File: config.mk
export PLATFORM = sky130hd
export DESIGN_NAME = audio_min_max_peak_pyramid
export DESIGN_NICKNAME = d
export VERILOG_FILES = /design/src/hdl/ampp_pkg.sv /design/src/hdl/ampp_cell.sv /design/src/hdl/ampp_fifo.sv /design/src/hdl/audio_min_max_peak_pyramid.sv
export SDC_FILE = /design/constraint.sdc
export NUM_CORES = 2
export LEC_CHECK = 0
export BUFFER_PORTS_ARGS = -buffer_cell sky130_fd_sc_hd__buf_2
export CORE_ASPECT_RATIO = 1.5
export CORE_MARGIN = 4
export CORE_UTILIZATION = 35
export DETAILED_ROUTE_END_ITERATION = 6
export HOLD_SLACK_MARGIN = 0.1
export PLACE_DENSITY_LB_ADDON = 0.2
export SLEW_MARGIN = 20
export SYNTH_ARGS = -nofsm -noshare
export SYNTH_HDL_FRONTEND = slang
export SYNTH_SLANG_ARGS = --single-unit
File: constraint.sdc
create_clock -name clk_i -period 19.1 [get_ports clk_i]
set_clock_uncertainty 0.15 [all_clocks]
set_input_delay 3.82 -clock clk_i [delete_from_list [all_inputs] [get_ports clk_i]]
set_output_delay 3.82 -clock clk_i [all_outputs]
set_load 0.005 [all_outputs]
File: src/hdl/ampp_pkg.sv
// Shared types, constants and the sample quantizer for the min/max peak pyramid.
// No dependencies; used by every other file of the block.
package ampp_pkg;

  localparam int SampleW  = 32;
  localparam int ChanW    = 3;
  localparam int PeakW    = 8;
  localparam int LevelW   = 2;
  localparam int IdxW     = 32;
  localparam int BlenW    = 17;
  localparam int ChansW   = 4;
  localparam int Children = 4;
  localparam int ChildW   = 2;
  localparam int CfgDataW = 17;
  localparam int CfgIdxW  = 1;

  localparam logic [BlenW-1:0]         BlenReset    = 17'd256;
  localparam logic [ChansW-1:0]        ChansReset   = 4'd2;
  localparam logic signed [PeakW-1:0]  PeakMinReset = 8'sd127;
  localparam logic signed [PeakW-1:0]  PeakMaxReset = -8'sd128;

  typedef enum logic [CfgIdxW-1:0] {
    CfgBucketLength = 1'b0,
    CfgChannelCount = 1'b1
  } cfg_reg_e;

  typedef struct packed {
    logic                    valid;
    logic                    fin;
    logic [ChanW-1:0]        ch;
    logic signed [PeakW-1:0] pmin;
    logic signed [PeakW-1:0] pmax;
  } tok_t;

  typedef struct packed {
    logic [LevelW-1:0]       level;
    logic [ChanW-1:0]        ch;
    logic [IdxW-1:0]         idx;
    logic signed [PeakW-1:0] pmin;
    logic signed [PeakW-1:0] pmax;
  } peak_t;

  typedef struct packed {
    logic  valid;
    logic  fin;
    peak_t peak;
  } cell_res_t;

  typedef struct packed {
    peak_t peak;
    logic  run_end;
  } entry_t;

  // clamp to [-1,1], scale by 127, round half away from zero
  function automatic logic signed [PeakW-1:0] quantize(logic [SampleW-1:0] s);
    logic              neg;
    logic [SampleW-1:0] mag;
    logic [23:0]       clip;
    logic [30:0]       prod;
    logic [PeakW-1:0]  q;
    neg  = s[SampleW-1];
    mag  = neg ? (32'd0 - s) : s;
    clip = (mag > 32'h0080_0000) ? 24'h80_0000 : mag[23:0];
    prod = 31'(clip) * 31'd127 + 31'h0040_0000;
    q    = {1'b0, prod[29:23]};
    return neg ? signed'(8'd0 - q) : signed'(q);
  endfunction

endpackage

File: src/hdl/ampp_cell.sv
// One level of the peak pyramid: per-channel running extremes, child count and bucket number.
// Depends on ampp_pkg; instantiated once per level by the top level.
module ampp_cell #(
  parameter int Level       = 0,
  parameter int CntW        = 2,
  parameter int MaxChannels = 8
) (
  input  logic                clk_i,
  input  logic                rst_ni,
  input  logic [CntW:0]       limit_i,
  input  ampp_pkg::tok_t      tok_i,
  output ampp_pkg::cell_res_t res_o,
  output logic                busy_o
);

  localparam int ChW = (MaxChannels > 1) ? $clog2(MaxChannels) : 1;

  ampp_pkg::tok_t tok;

  generate
    if (Level == 0) begin : g_direct
      assign tok    = tok_i;
      assign busy_o = 1'b0;
    end else begin : g_reg
      ampp_pkg::tok_t tok_q;
      always_ff @(posedge clk_i or negedge rst_ni) begin
        if (!rst_ni) begin
          tok_q <= '0;
        end else begin
          tok_q <= tok_i;
        end
      end
      assign tok    = tok_q;
      assign busy_o = tok_q.valid;
    end
  endgenerate

  logic signed [ampp_pkg::PeakW-1:0] min_q [MaxChannels];
  logic signed [ampp_pkg::PeakW-1:0] max_q [MaxChannels];
  logic [CntW-1:0]                   cnt_q [MaxChannels];
  logic [ampp_pkg::IdxW-1:0]         ctr_q [MaxChannels];

  logic [ChW-1:0]                    sel_ch;
  logic signed [ampp_pkg::PeakW-1:0] new_min, new_max, min_d, max_d;
  logic [CntW:0]                     cnt_inc;
  logic [CntW-1:0]                   cnt_d;
  logic [ampp_pkg::IdxW-1:0]         cur_ctr, ctr_d;
  logic                              close;

  always_comb begin
    sel_ch  = ChW'(tok.ch);
    cur_ctr = ctr_q[sel_ch];
    new_min = (tok.pmin < min_q[sel_ch]) ? tok.pmin : min_q[sel_ch];
    new_max = (tok.pmax > max_q[sel_ch]) ? tok.pmax : max_q[sel_ch];
    cnt_inc = {1'b0, cnt_q[sel_ch]} + {{CntW{1'b0}}, 1'b1};
    close   = tok.fin || (cnt_inc >= limit_i);
    if (close) begin
      min_d = ampp_pkg::PeakMinReset;
      max_d = ampp_pkg::PeakMaxReset;
      cnt_d = '0;
      ctr_d = tok.fin ? '0 : cur_ctr + 32'd1;
    end else begin
      min_d = new_min;
      max_d = new_max;
      cnt_d = cnt_inc[CntW-1:0];
      ctr_d = cur_ctr;
    end
  end

  always_comb begin
    res_o.valid      = tok.valid && close;
    res_o.fin        = tok.fin;
    res_o.peak.level = ampp_pkg::LevelW'(Level);
    res_o.peak.ch    = tok.ch;
    res_o.peak.idx   = cur_ctr;
    res_o.peak.pmin  = new_min;
    res_o.peak.pmax  = new_max;
  end

  always_ff @(posedge clk_i or negedge rst_ni) begin
    if (!rst_ni) begin
      for (int i = 0; i < MaxChannels; i++) begin
        min_q[i] <= ampp_pkg::PeakMinReset;
        max_q[i] <= ampp_pkg::PeakMaxReset;
        cnt_q[i] <= '0;
        ctr_q[i] <= '0;
      end
    end else if (tok.valid) begin
      min_q[sel_ch] <= min_d;
      max_q[sel_ch] <= max_d;
      cnt_q[sel_ch] <= cnt_d;
      ctr_q[sel_ch] <= ctr_d;
    end
  end

endmodule

File: src/hdl/ampp_fifo.sv
// Small result queue in flip-flops, with count and head output.
// Depends on ampp_pkg for the entry type.
module ampp_fifo #(
  parameter int Depth = 8
) (
  input  logic                        clk_i,
  input  logic                        rst_ni,
  input  logic                        push_i,
  input  ampp_pkg::entry_t            push_data_i,
  input  logic                        pop_i,
  output logic [$clog2(Depth+1)-1:0]  count_o,
  output ampp_pkg::entry_t            head_o
);

  localparam int PtrW = (Depth > 1) ? $clog2(Depth) : 1;
  localparam int CntW = $clog2(Depth + 1);

  ampp_pkg::entry_t mem_q [Depth];
  logic [PtrW-1:0]  wr_q, wr_d, rd_q, rd_d;
  logic [CntW-1:0]  cnt_q, cnt_d;

  always_comb begin
    wr_d = wr_q;
    rd_d = rd_q;
    if (push_i) begin
      wr_d = (wr_q == PtrW'(Depth - 1)) ? '0 : wr_q + {{(PtrW-1){1'b0}}, 1'b1};
    end
    if (pop_i) begin
      rd_d = (rd_q == PtrW'(Depth - 1)) ? '0 : rd_q + {{(PtrW-1){1'b0}}, 1'b1};
    end
    cnt_d = cnt_q + CntW'(push_i) - CntW'(pop_i);
  end

  always_ff @(posedge clk_i or negedge rst_ni) begin
    if (!rst_ni) begin
      wr_q  <= '0;
      rd_q  <= '0;
      cnt_q <= '0;
    end else begin
      wr_q  <= wr_d;
      rd_q  <= rd_d;
      cnt_q <= cnt_d;
    end
  end

  always_ff @(posedge clk_i) begin
    if (push_i) begin
      mem_q[wr_q] <= push_data_i;
    end
  end

  assign count_o = cnt_q;
  assign head_o  = mem_q[rd_q];

endmodule

File: src/hdl/audio_min_max_peak_pyramid.sv
// Min/max peak pyramid over an interleaved audio stream: quantizes each sample to int8
// and emits per-channel bucket extremes at NUM_LEVELS levels, each four times coarser.
// Depends on ampp_pkg, ampp_cell and ampp_fifo.
//
// Each sample request updates the level-0 cell at once when it is taken, so a stream of
// samples that closes no bucket flows at one request per clock while the result queue has
// room. A request that closes buckets at levels 0 to k passes its bucket down the row of
// level cells, one cell per clock, and holds the input while it walks, through level k+1 if
// there is one; a final-sample request walks all NUM_LEVELS cells and holds the input
// until it has left the last one. Results leave one per clock while out_stall_i is low,
// in level order, from a queue of 2*NUM_LEVELS entries; a new request is taken only
// while at least NUM_LEVELS of those entries are free, so results waiting at the output
// do not block requests until the queue is more than half full. A result passes through
// the hold register and then the queue before it appears on the output.
module audio_min_max_peak_pyramid #(
  parameter int NUM_LEVELS   = 4,
  parameter int MAX_CHANNELS = 8
) (
  input  logic                                  clk_i,
  input  logic                                  rst_ni,
  input  logic                                  in_valid_i,
  output logic                                  in_stall_o,
  input  logic signed [ampp_pkg::SampleW-1:0]   sample_i,
  input  logic [ampp_pkg::ChanW-1:0]            channel_i,
  input  logic                                  final_sample_i,
  output logic                                  out_valid_o,
  input  logic                                  out_stall_i,
  output logic [ampp_pkg::LevelW-1:0]           level_o,
  output logic [ampp_pkg::ChanW-1:0]            out_channel_o,
  output logic [ampp_pkg::IdxW-1:0]             bucket_index_o,
  output logic signed [ampp_pkg::PeakW-1:0]     peak_min_o,
  output logic signed [ampp_pkg::PeakW-1:0]     peak_max_o,
  output logic                                  run_end_o,
  input  logic                                  cfg_valid_i,
  output logic                                  cfg_ready_o,
  input  logic [ampp_pkg::CfgIdxW-1:0]          cfg_index_i,
  input  logic [ampp_pkg::CfgDataW-1:0]         cfg_data_i
);

  localparam int FifoDepth = 2 * NUM_LEVELS;
  localparam int FifoCntW  = $clog2(FifoDepth + 1);

  // configuration
  logic [ampp_pkg::BlenW-1:0]  blen_q;
  logic [ampp_pkg::ChansW-1:0] chans_q;
  logic [ampp_pkg::BlenW-1:0]  blen_eff;
  logic [ampp_pkg::ChansW-1:0] chans_eff;

  assign cfg_ready_o = 1'b1;

  always_ff @(posedge clk_i or negedge rst_ni) begin
    if (!rst_ni) begin
      blen_q  <= ampp_pkg::BlenReset;
      chans_q <= ampp_pkg::ChansReset;
    end else if (cfg_valid_i && cfg_ready_o) begin
      unique case (ampp_pkg::cfg_reg_e'(cfg_index_i))
        ampp_pkg::CfgBucketLength: blen_q  <= cfg_data_i[ampp_pkg::BlenW-1:0];
        ampp_pkg::CfgChannelCount: chans_q <= cfg_data_i[ampp_pkg::ChansW-1:0];
        default: ;
      endcase
    end
  end

  assign blen_eff  = (blen_q == '0) ? 17'd1 : blen_q;
  assign chans_eff = (chans_q == '0) ? 4'd1 : chans_q;

  // input request
  logic                              in_acc, ch_ok, pend;
  logic signed [ampp_pkg::PeakW-1:0] q_sample;
  ampp_pkg::tok_t                    fwd [NUM_LEVELS];
  ampp_pkg::cell_res_t               res [NUM_LEVELS];
  logic [NUM_LEVELS-1:0]             busy, emit_vec;

  logic [FifoCntW-1:0] fifo_count;
  logic                hold_valid_q;

  assign pend       = |busy;
  assign in_stall_o = pend ||
                      ((FifoCntW+1)'(fifo_count) + (FifoCntW+1)'(hold_valid_q) >
                       (FifoCntW+1)'(NUM_LEVELS));
  assign in_acc     = in_valid_i && !in_stall_o;
  assign ch_ok      = ({1'b0, channel_i} < chans_eff) &&
                      ({29'd0, channel_i} < 32'(MAX_CHANNELS));
  assign q_sample   = ampp_pkg::quantize(sample_i);

  always_comb begin
    fwd[0].valid = in_acc && ch_ok;
    fwd[0].fin   = final_sample_i;
    fwd[0].ch    = channel_i;
    fwd[0].pmin  = q_sample;
    fwd[0].pmax  = q_sample;
  end

  // row of level cells
  generate
    for (genvar l = 0; l < NUM_LEVELS; l++) begin : g_level
      if (l == 0) begin : g_first
        ampp_cell #(
          .Level       (l),
          .CntW        (ampp_pkg::BlenW),
          .MaxChannels (MAX_CHANNELS)
        ) u_cell (
          .clk_i   (clk_i),
          .rst_ni  (rst_ni),
          .limit_i ({1'b0, blen_eff}),
          .tok_i   (fwd[l]),
          .res_o   (res[l]),
          .busy_o  (busy[l])
        );
      end else begin : g_rest
        always_comb begin
          fwd[l].valid = res[l-1].valid;
          fwd[l].fin   = res[l-1].fin;
          fwd[l].ch    = res[l-1].peak.ch;
          fwd[l].pmin  = res[l-1].peak.pmin;
          fwd[l].pmax  = res[l-1].peak.pmax;
        end
        ampp_cell #(
          .Level       (l),
          .CntW        (ampp_pkg::ChildW),
          .MaxChannels (MAX_CHANNELS)
        ) u_cell (
          .clk_i   (clk_i),
          .rst_ni  (rst_ni),
          .limit_i ((ampp_pkg::ChildW+1)'(ampp_pkg::Children)),
          .tok_i   (fwd[l]),
          .res_o   (res[l]),
          .busy_o  (busy[l])
        );
      end
      assign emit_vec[l] = res[l].valid;
    end
  endgenerate

  // result collection: each result is held in a register to learn whether a coarser one follows
  ampp_pkg::peak_t  sel_peak, hold_q;
  ampp_pkg::entry_t push_data, head;
  logic             any_emit, deep_emit, push, pop;

  always_comb begin
    sel_peak  = '0;
    deep_emit = 1'b0;
    for (int l = 0; l < NUM_LEVELS; l++) begin
      if (res[l].valid) begin
        sel_peak = res[l].peak;
      end
      if (l > 0) begin
        deep_emit = deep_emit || res[l].valid;
      end
    end
  end

  assign any_emit = |emit_vec;

  always_ff @(posedge clk_i or negedge rst_ni) begin
    if (!rst_ni) begin
      hold_valid_q <= 1'b0;
    end else begin
      hold_valid_q <= any_emit;
    end
  end

  always_ff @(posedge clk_i) begin
    if (any_emit) begin
      hold_q <= sel_peak;
    end
  end

  assign push              = hold_valid_q;
  assign push_data.peak    = hold_q;
  assign push_data.run_end = !deep_emit;

  ampp_fifo #(
    .Depth (FifoDepth)
  ) u_fifo (
    .clk_i       (clk_i),
    .rst_ni      (rst_ni),
    .push_i      (push),
    .push_data_i (push_data),
    .pop_i       (pop),
    .count_o     (fifo_count),
    .head_o      (head)
  );

  assign out_valid_o    = (fifo_count != '0);
  assign pop            = out_valid_o && !out_stall_i;
  assign level_o        = head.peak.level;
  assign out_channel_o  = head.peak.ch;
  assign bucket_index_o = head.peak.idx;
  assign peak_min_o     = head.peak.pmin;
  assign peak_max_o     = head.peak.pmax;
  assign run_end_o      = head.run_end;

  a_one_cell_emits: assert property (@(posedge clk_i) disable iff (!rst_ni)
    $onehot0(emit_vec))
    else $error("more than one level cell closed a bucket in the same cycle");

  a_one_walk: assert property (@(posedge clk_i) disable iff (!rst_ni)
    $onehot0(busy))
    else $error("more than one bucket walking down the cells");

  a_coarse_follows_fine: assert property (@(posedge clk_i) disable iff (!rst_ni)
    deep_emit |-> hold_valid_q)
    else $error("coarse bucket closed without a finer result held");

  a_queue_room: assert property (@(posedge clk_i) disable iff (!rst_ni)
    push |-> (fifo_count != FifoCntW'(FifoDepth)))
    else $error("result queue overflow");

endmodule
**After elaboration in Yosys (flattened, before gate mapping)**

Memory sizes are Yosys's and may differ from the RTL's.
Index checks and enable logic that the tools add are counted.

- Add/subtract/negate cells: 16
- Multiply operators: 1
- Magnitude comparators: 23
- Equal/unequal tests: 2
- Muxes and demuxes: 129
- Bitwise logic cells: 5
- Reductions and logical operators: 29

Operators by type and width:

| operator | number |
|---|---|
| 256-bit bitwise mux | 4 |
| 32-bit 2-to-1 mux | 21 |
| 64-bit bitwise mux | 8 |
| 32-bit binary-select mux with 3-bit select | 4 |
| 32-bit demux with 3-bit select | 4 |
| 8-bit 2-to-1 mux | 37 |
| 8-bit binary-select mux with 3-bit select | 8 |
| 136-bit bitwise mux | 1 |
| 32-bit by 1-bit adder with 32-bit output (second input constant) | 4 |
| 52-bit 2-to-1 mux | 2 |
| 51-bit 2-to-1 mux | 2 |
| 8-bit demux with 3-bit select | 4 |
| 17-bit 2-to-1 mux | 5 |
| 17-bit binary-select mux with 3-bit select | 1 |
| 17-bit demux with 3-bit select | 1 |
| 16-bit bitwise mux | 3 |
| 32-bit by 24-bit > comparator with 1-bit output (second input constant) | 1 |
| 8-bit > comparator | 4 |
| 8-bit less-than comparator | 4 |
| 1-bit by 32-bit subtractor with 32-bit output (first input constant) | 1 |
| 30-bit by 23-bit adder with 30-bit output (second input constant) | 1 |
| 24-bit by 7-bit multiplier with 30-bit output (second input constant) | 1 |
| 2-bit 2-to-1 mux | 12 |
| 24-bit 2-to-1 mux | 1 |
| 31 further kinds | 71 |

- Flip-flop bits (word level): 1868
- RAM bits: 432
- Input bits: 59
- Output and inout port bits: 57
- Word-level logic and storage cells: 361
- Memories: 1

Memory list:

| memory | depth | bits a word | read ports | clocked after memory_dff | wr ports | RTL line | source |
|---|---|---|---|---|---|---|---|
| u_fifo.mem_q | 8 | 54 | 1 | 0 | 1 | ampp_fifo.sv:18 | `ampp_pkg::entry_t mem_q [Depth];` |

**Depth between registers and ports, before layout**

- Depth after elaboration: 14
- Gate-level depth with buffers: 42

**Modules after synthesis**

From an unflattened synthesis, not the netlist that was laid out.

- Cells, all modules: 10645
- Area, all modules: 113403.8 µm²

By module, submodules not included:

| module | instances | cells an instance | area an instance (µm²) | sequential area each (µm²) |
|---|---|---|---|---|
| ampp_cell (g_level[1].g_rest.u_cell ...) | 2 | 2006 | 19801.5 | 10615.2 |
| ampp_cell (g_level[0].g_first.u_cell) | 1 | 2453 | 25231.7 | 13092.6 |
| ampp_cell (g_level[3].g_rest.u_cell) | 1 | 2252 | 22143.7 | 10615.2 |
| ampp_fifo | 1 | 791 | 16804.9 | 13222.7 |
| audio_min_max_peak_pyramid | 1 | 1137 | 9620.5 | 2144.6 |

**Worst setup path after synthesis**

No wires, ideal clock.

- Path kind: in2reg
- Start point: input sample_i[14] (netlist bit)
- End point: register hold_q[4] (netlist bit) (data pin)
- Data arrival time: 13815 ps
- Required time: 18671 ps
- Slack: 4856 ps
- Stages on the path: 39
- Path buffers: 3
- Cell sequence: clkbuf_1 -> or4_1 -> nor4_1 -> nand4_1 -> or3_1 -> mux2_2 -> o32ai_1 -> nand2_1 -> nor3_2 -> o21ai_1 -> clkbuf_1 -> or2_2 -> fa_1 -> inv_1 -> fa_1 -> fa_1 -> inv_1 -> fa_1 -> [... 3 more ...] -> or3_1 -> a311oi_1 -> nor3_1 -> xor2_1 -> ha_1 -> inv_1 -> or4_1 -> o31ai_1 -> xnor2_1 -> inv_1 -> ha_1 -> and4_1 -> nand4_1 -> o2111ai_1 -> o211ai_1 -> clkbuf_1 -> mux2i_1 -> o22ai_1

RTL lines:

| item | RTL line | source |
|---|---|---|
| start: declaration | audio_min_max_peak_pyramid.sv:23 | `input logic signed [ampp_pkg::SampleW-1:0] sample_i,` |
| end signal: assignment | audio_min_max_peak_pyramid.sv:165 | `hold_q <= sel_peak;` |
| end: declaration | audio_min_max_peak_pyramid.sv:136 | `ampp_pkg::peak_t sel_peak, hold_q;` |

==> flow_summary_export.csv <==
group,metric,value,unit
worst_setup_path,cp_max_fo,44,
timing,period_share,0.776,
clocking,cts_setup_buffers,0,
synth,synth_area_leader_cell,"dfrtp_1",
final_layout,syn2layout_area_growth,11.6,%
final_layout,final_layout_size_suffix_gt1_frac,0.170,
route,via_count,74600,
placed_design,dp_hpwl,215,mm
clocking,clockBufferDepth,4,
timing,fin_crit,14.83,ns
clocking,cts-root-buf,"clkbuf_16",
final_layout,multi_input_area,44800,um^2
hold_path,hp-start,"g_level[0].g_first.u_cell.cnt_q[37]",
global_route,track_usage,0.208,
timing,maxSlewHeadroom,0.210,
die,rows,250,
synth,ys_seq_area_frac,0.555,
synth,synth_fp_nets,10000,
synth,synth_top_family_by_area,"compound AO/OA/AOI/OAI gates",
synth,syn_inst,9706,
clocking,cts_sinks,2300,
clocking,htree_levels,4,
die,die_x,463,um
worst_setup_path,cp.arrival,15.30,ns
power_and_ir_drop,ir_worst_vdd,79.7,uV
power_and_ir_drop,pwr-share-comb,0.196,
power_and_ir_drop,internal-power,9.57,mW
synth,synthXorXnorAreaFrac,0.0117,
worst_setup_path,required,19.57,ns
timing,setup_ws,4.27,ns
synth,synthAdderAreaFrac,0.0358,
clocking,cts_made_buffers,234,
synth,synth.area.top_cells,"dfrtp_1 (36%), edfxtp_1 (13%), nand2_1 (7.0%)",
timing,slew_viol_final,0,
global_route,grt_start_max_net_pins,189,
synth,synthFlopType,"dfrtp_1",
die,start_util,0.352,
synth,yosys_warnings,0,
worst_setup_path,rr_endpoint,"hold_q[28]",
route,drt-total-wl,336,mm
worst_setup_path,reg2reg_depth,22,
final_layout,seq_area,60300,um^2
clocking,cts_hold_buf,0,
placed_design,portBuffers,114,
route,wl_per_cell,24.4,um
route,drt_pass1_iterations,6,
final_layout,layout.nets,9856,
hold_path,hold_class,"flip-flop to flip-flop",
worst_setup_path,rrSetupSlack,11.80,ns
clocking,cts_resized,0,
timing,setup_tns,0,ns
synth,postSynthAreaPerCell,11.2,um^2
worst_setup_path,max_stage_delay,0.75,ns
synth,synthMuxAreaShare,0.117,
hold_path,min_path_cells,2,
worst_setup_path,critical_path.slowest_cell,"mux2i_1",
timing,setup_viol,0,
die,pin_count,116,
synth,synth.distinct_cells,107,
die,fp.dieArea,320000,um^2
die,die-height,691,um
synth,synth-compound-area-share,0.130,
run,drv_cap,0,
clocking,cts_tree,"built",
die,core_area,309000,um^2
clocking,clkSlewWorstSetupHoldPaths,0.06,ns
worst_setup_path,critPathKind,"primary input to flip-flop",
worst_setup_path,startpoint_type,"primary input",
synth,synth-seq-cells,2300,
synth,async_reset_ff_frac,0.789,
outcome,outcome,"completed",
worst_setup_path,r2r-start,"g_level[0].g_first.u_cell.cnt_q[55]",
synth,synth-edff-count,485,
placed_design,gp_congestion,0.850,
synth,synth_common_cells,"nand2_1 (2026), dfrtp_1 (1557), o21ai_0 (1424)",
worst_setup_path,end_kind,"flip-flop",
synth,synth_area,109000,um^2
route,viasPerCell,5.42,
power_and_ir_drop,power_density,112,nW/um^2
synth,synth_top_area_share,0.358,
power_and_ir_drop,report.power.total,13.6,mW
timing,rsz0062_at_grt,"no",
global_route,grt_pass1_vias,78200,
timing,hold_violations,0,
route,ant_nets,0,
route,drt_iter0_markers,5393,
worst_setup_path,cpMostUsedCell,"inv_1",
global_route,antenna_found_initial,10,
global_route,grt_pass1_wl,510,mm
synth,synth_most_common_cell,"nand2_1",
clocking,clk_latency,0.91,ns
global_route,overflow,0,
placed_design,dpl_worst_slack,3.47,ns
timing,worstMarginPinSlew,1.18,ns
power_and_ir_drop,power_switching,4.04,mW
hold_path,min_to,"g_level[0].g_first.u_cell.cnt_q[37]",
power_and_ir_drop,power_frac_seq,0.454,
power_and_ir_drop,clkPwrFrac,0.349,
route,drc,0,
power_and_ir_drop,switching_share,0.297,
timing,max_freq,67.4,MHz
power_and_ir_drop,p_leak,50.2,nW
final_layout,fillers,29900,
synth,synth-simple-area-share,0.114,
power groups by stage:
stage | logic [mW] | clock network, mW | registers, mW
global route | 2.95 | 5.06 | 6.25
CTS | 2.71 | 4.88 | 6.19
finish | 2.67 | 4.76 | 6.19
global placement | 2.65 | 0 | 6.25
detailed placement | 2.70 | 0 | 6.28
floorplan | 1.76 | 0 | 6.07
cell type report:
class,instances,area share
Inverter,278,0.00861
Antenna cell,5,0.000103
Sequential cell,2300,0.498
Tap cell,4032,0.0416
Clock buffer,324,0.0544
Clock inverter,102,0.0103
Timing Repair Buffer,300,0.0174
Multi-Input combinational cell,6425,0.370
worst max-delay path by stage:
stage,start,to
finish,sample_i[5],hold_q[4]
global route,sample_i[5],hold_q[4]
CTS,sample_i[5],g_level[0].g_first.u_cell.min_q[3]
detailed placement,sample_i[5],hold_q[4]
global placement,sample_i[5],hold_q[4]
floorplan,sample_i[14],hold_q[4]
logic make-up (layout without fill, tap and decap cells):
kind of cell | count (synthesis) | count (layout)
XOR/XNOR | 143 | 143
adder cells (fa/ha/maj) | 258 | 258
multiplexers | 796 | 796
AO/OA/AOI/OAI | 2355 | 2355
AND/OR/NAND/NOR | 2872 | 2872
flip-flops | 2300 | 2300
buffers and inverters | 981 | 1004
other | 1 | 6
cells in the final DEF (no fill, tap or decap), drive strengths merged, types with 26 or more instances in the layout:
| cell type | Yosys | layout |
|---|---|---|
| mux2i | 199 | 199 |
| nand2 | 2027 | 2027 |
| a22oi | 88 | 88 |
| xor2 | 64 | 64 |
| o21a | 26 | 26 |
| mux4 | 351 | 351 |
| o31ai | 195 | 195 |
| nand3b | 34 | 34 |
| and2 | 55 | 55 |
| buf | 157 | 299 |
| dfrtp | 1557 | 1557 |
| a221oi | 89 | 89 |
| o21ai | 1448 | 1448 |
| o22ai | 49 | 49 |
| nand2b | 104 | 104 |
| inv | 273 | 281 |
| xnor2 | 79 | 79 |
| or3 | 28 | 28 |
| a221o | 30 | 30 |
| clkbuf | 546 | 325 |
| and3 | 41 | 41 |
| mux2 | 246 | 246 |
| a21oi | 146 | 146 |
| nor2 | 256 | 256 |
| a22o | 69 | 69 |
| nor4 | 33 | 33 |
| bufinv | 0 | 26 |
| ha | 169 | 169 |
| edfxtp | 485 | 485 |
| nor2b | 38 | 38 |
| nor3 | 58 | 58 |
| clkinv | 5 | 65 |
| or2 | 37 | 37 |
| nand3 | 72 | 72 |
| fa | 89 | 89 |
| dfstp | 258 | 258 |
metrics by stage:
step / std cells / area (um^2) / utilization / hold WS (ns)
3_3_place_gp: 13300 / 113000 / 0.367 / 0.295
4_1_cts: 13800 / 121000 / 0.392 / 0.320
2_1_floorplan: 9706 / 109000 / - / 0.199
5_1_grt: 13800 / 121000 / 0.392 / 0.338
3_5_place_dp: 13300 / 113000 / 0.367 / 0.305
6_report: 13800 / 121000 / 0.392 / 0.315
sequential cells by signal, indices dropped and copies added (netlist names):
name                               flops
blen_q                                17
chans_q                                4
g_level.g_first.u_cell.cnt_q         136
g_level.g_first.u_cell.ctr_q         256
g_level.g_first.u_cell.max_q          64
g_level.g_first.u_cell.min_q          64
g_level.g_rest.u_cell.busy_o           3
g_level.g_rest.u_cell.cnt_q           48
g_level.g_rest.u_cell.ctr_q          768
g_level.g_rest.u_cell.g_reg.tok_q     48
g_level.g_rest.u_cell.max_q          192
g_level.g_rest.u_cell.min_q          192
g_level.g_rest.u_cell.res_o            3
g_level.g_rest.u_cell.sel_ch           9
hold_q                                53
hold_valid_q                           1
u_fifo.count_o                         4
u_fifo.mem_q                         432
u_fifo.rd_q                            3
u_fifo.wr_q                            3
per-layer routing:
layer  vias up  global-route usage  routed length, um
li1      34100                   -                  -
met1     38300               0.253             135000
met2      1634               0.371             171000
met3       561              0.0233              13300
met4         6              0.0892              16300
met5         -                   0                 33
critical path, delay by kind of cell:
| kind | cells | cell delay [ns] |
|---|---|---|
| mux | 1 | 0.75 |
| fa+ha+maj | 7 | 3.13 |
| compound gates | 8 | 1.74 |
| simple gates | 13 | 4.12 |
| buf+inv | 8 | 1.04 |
| xor+xnor | 2 | 0.68 |
No activity file was read; power rests on OpenSTA's default activity.
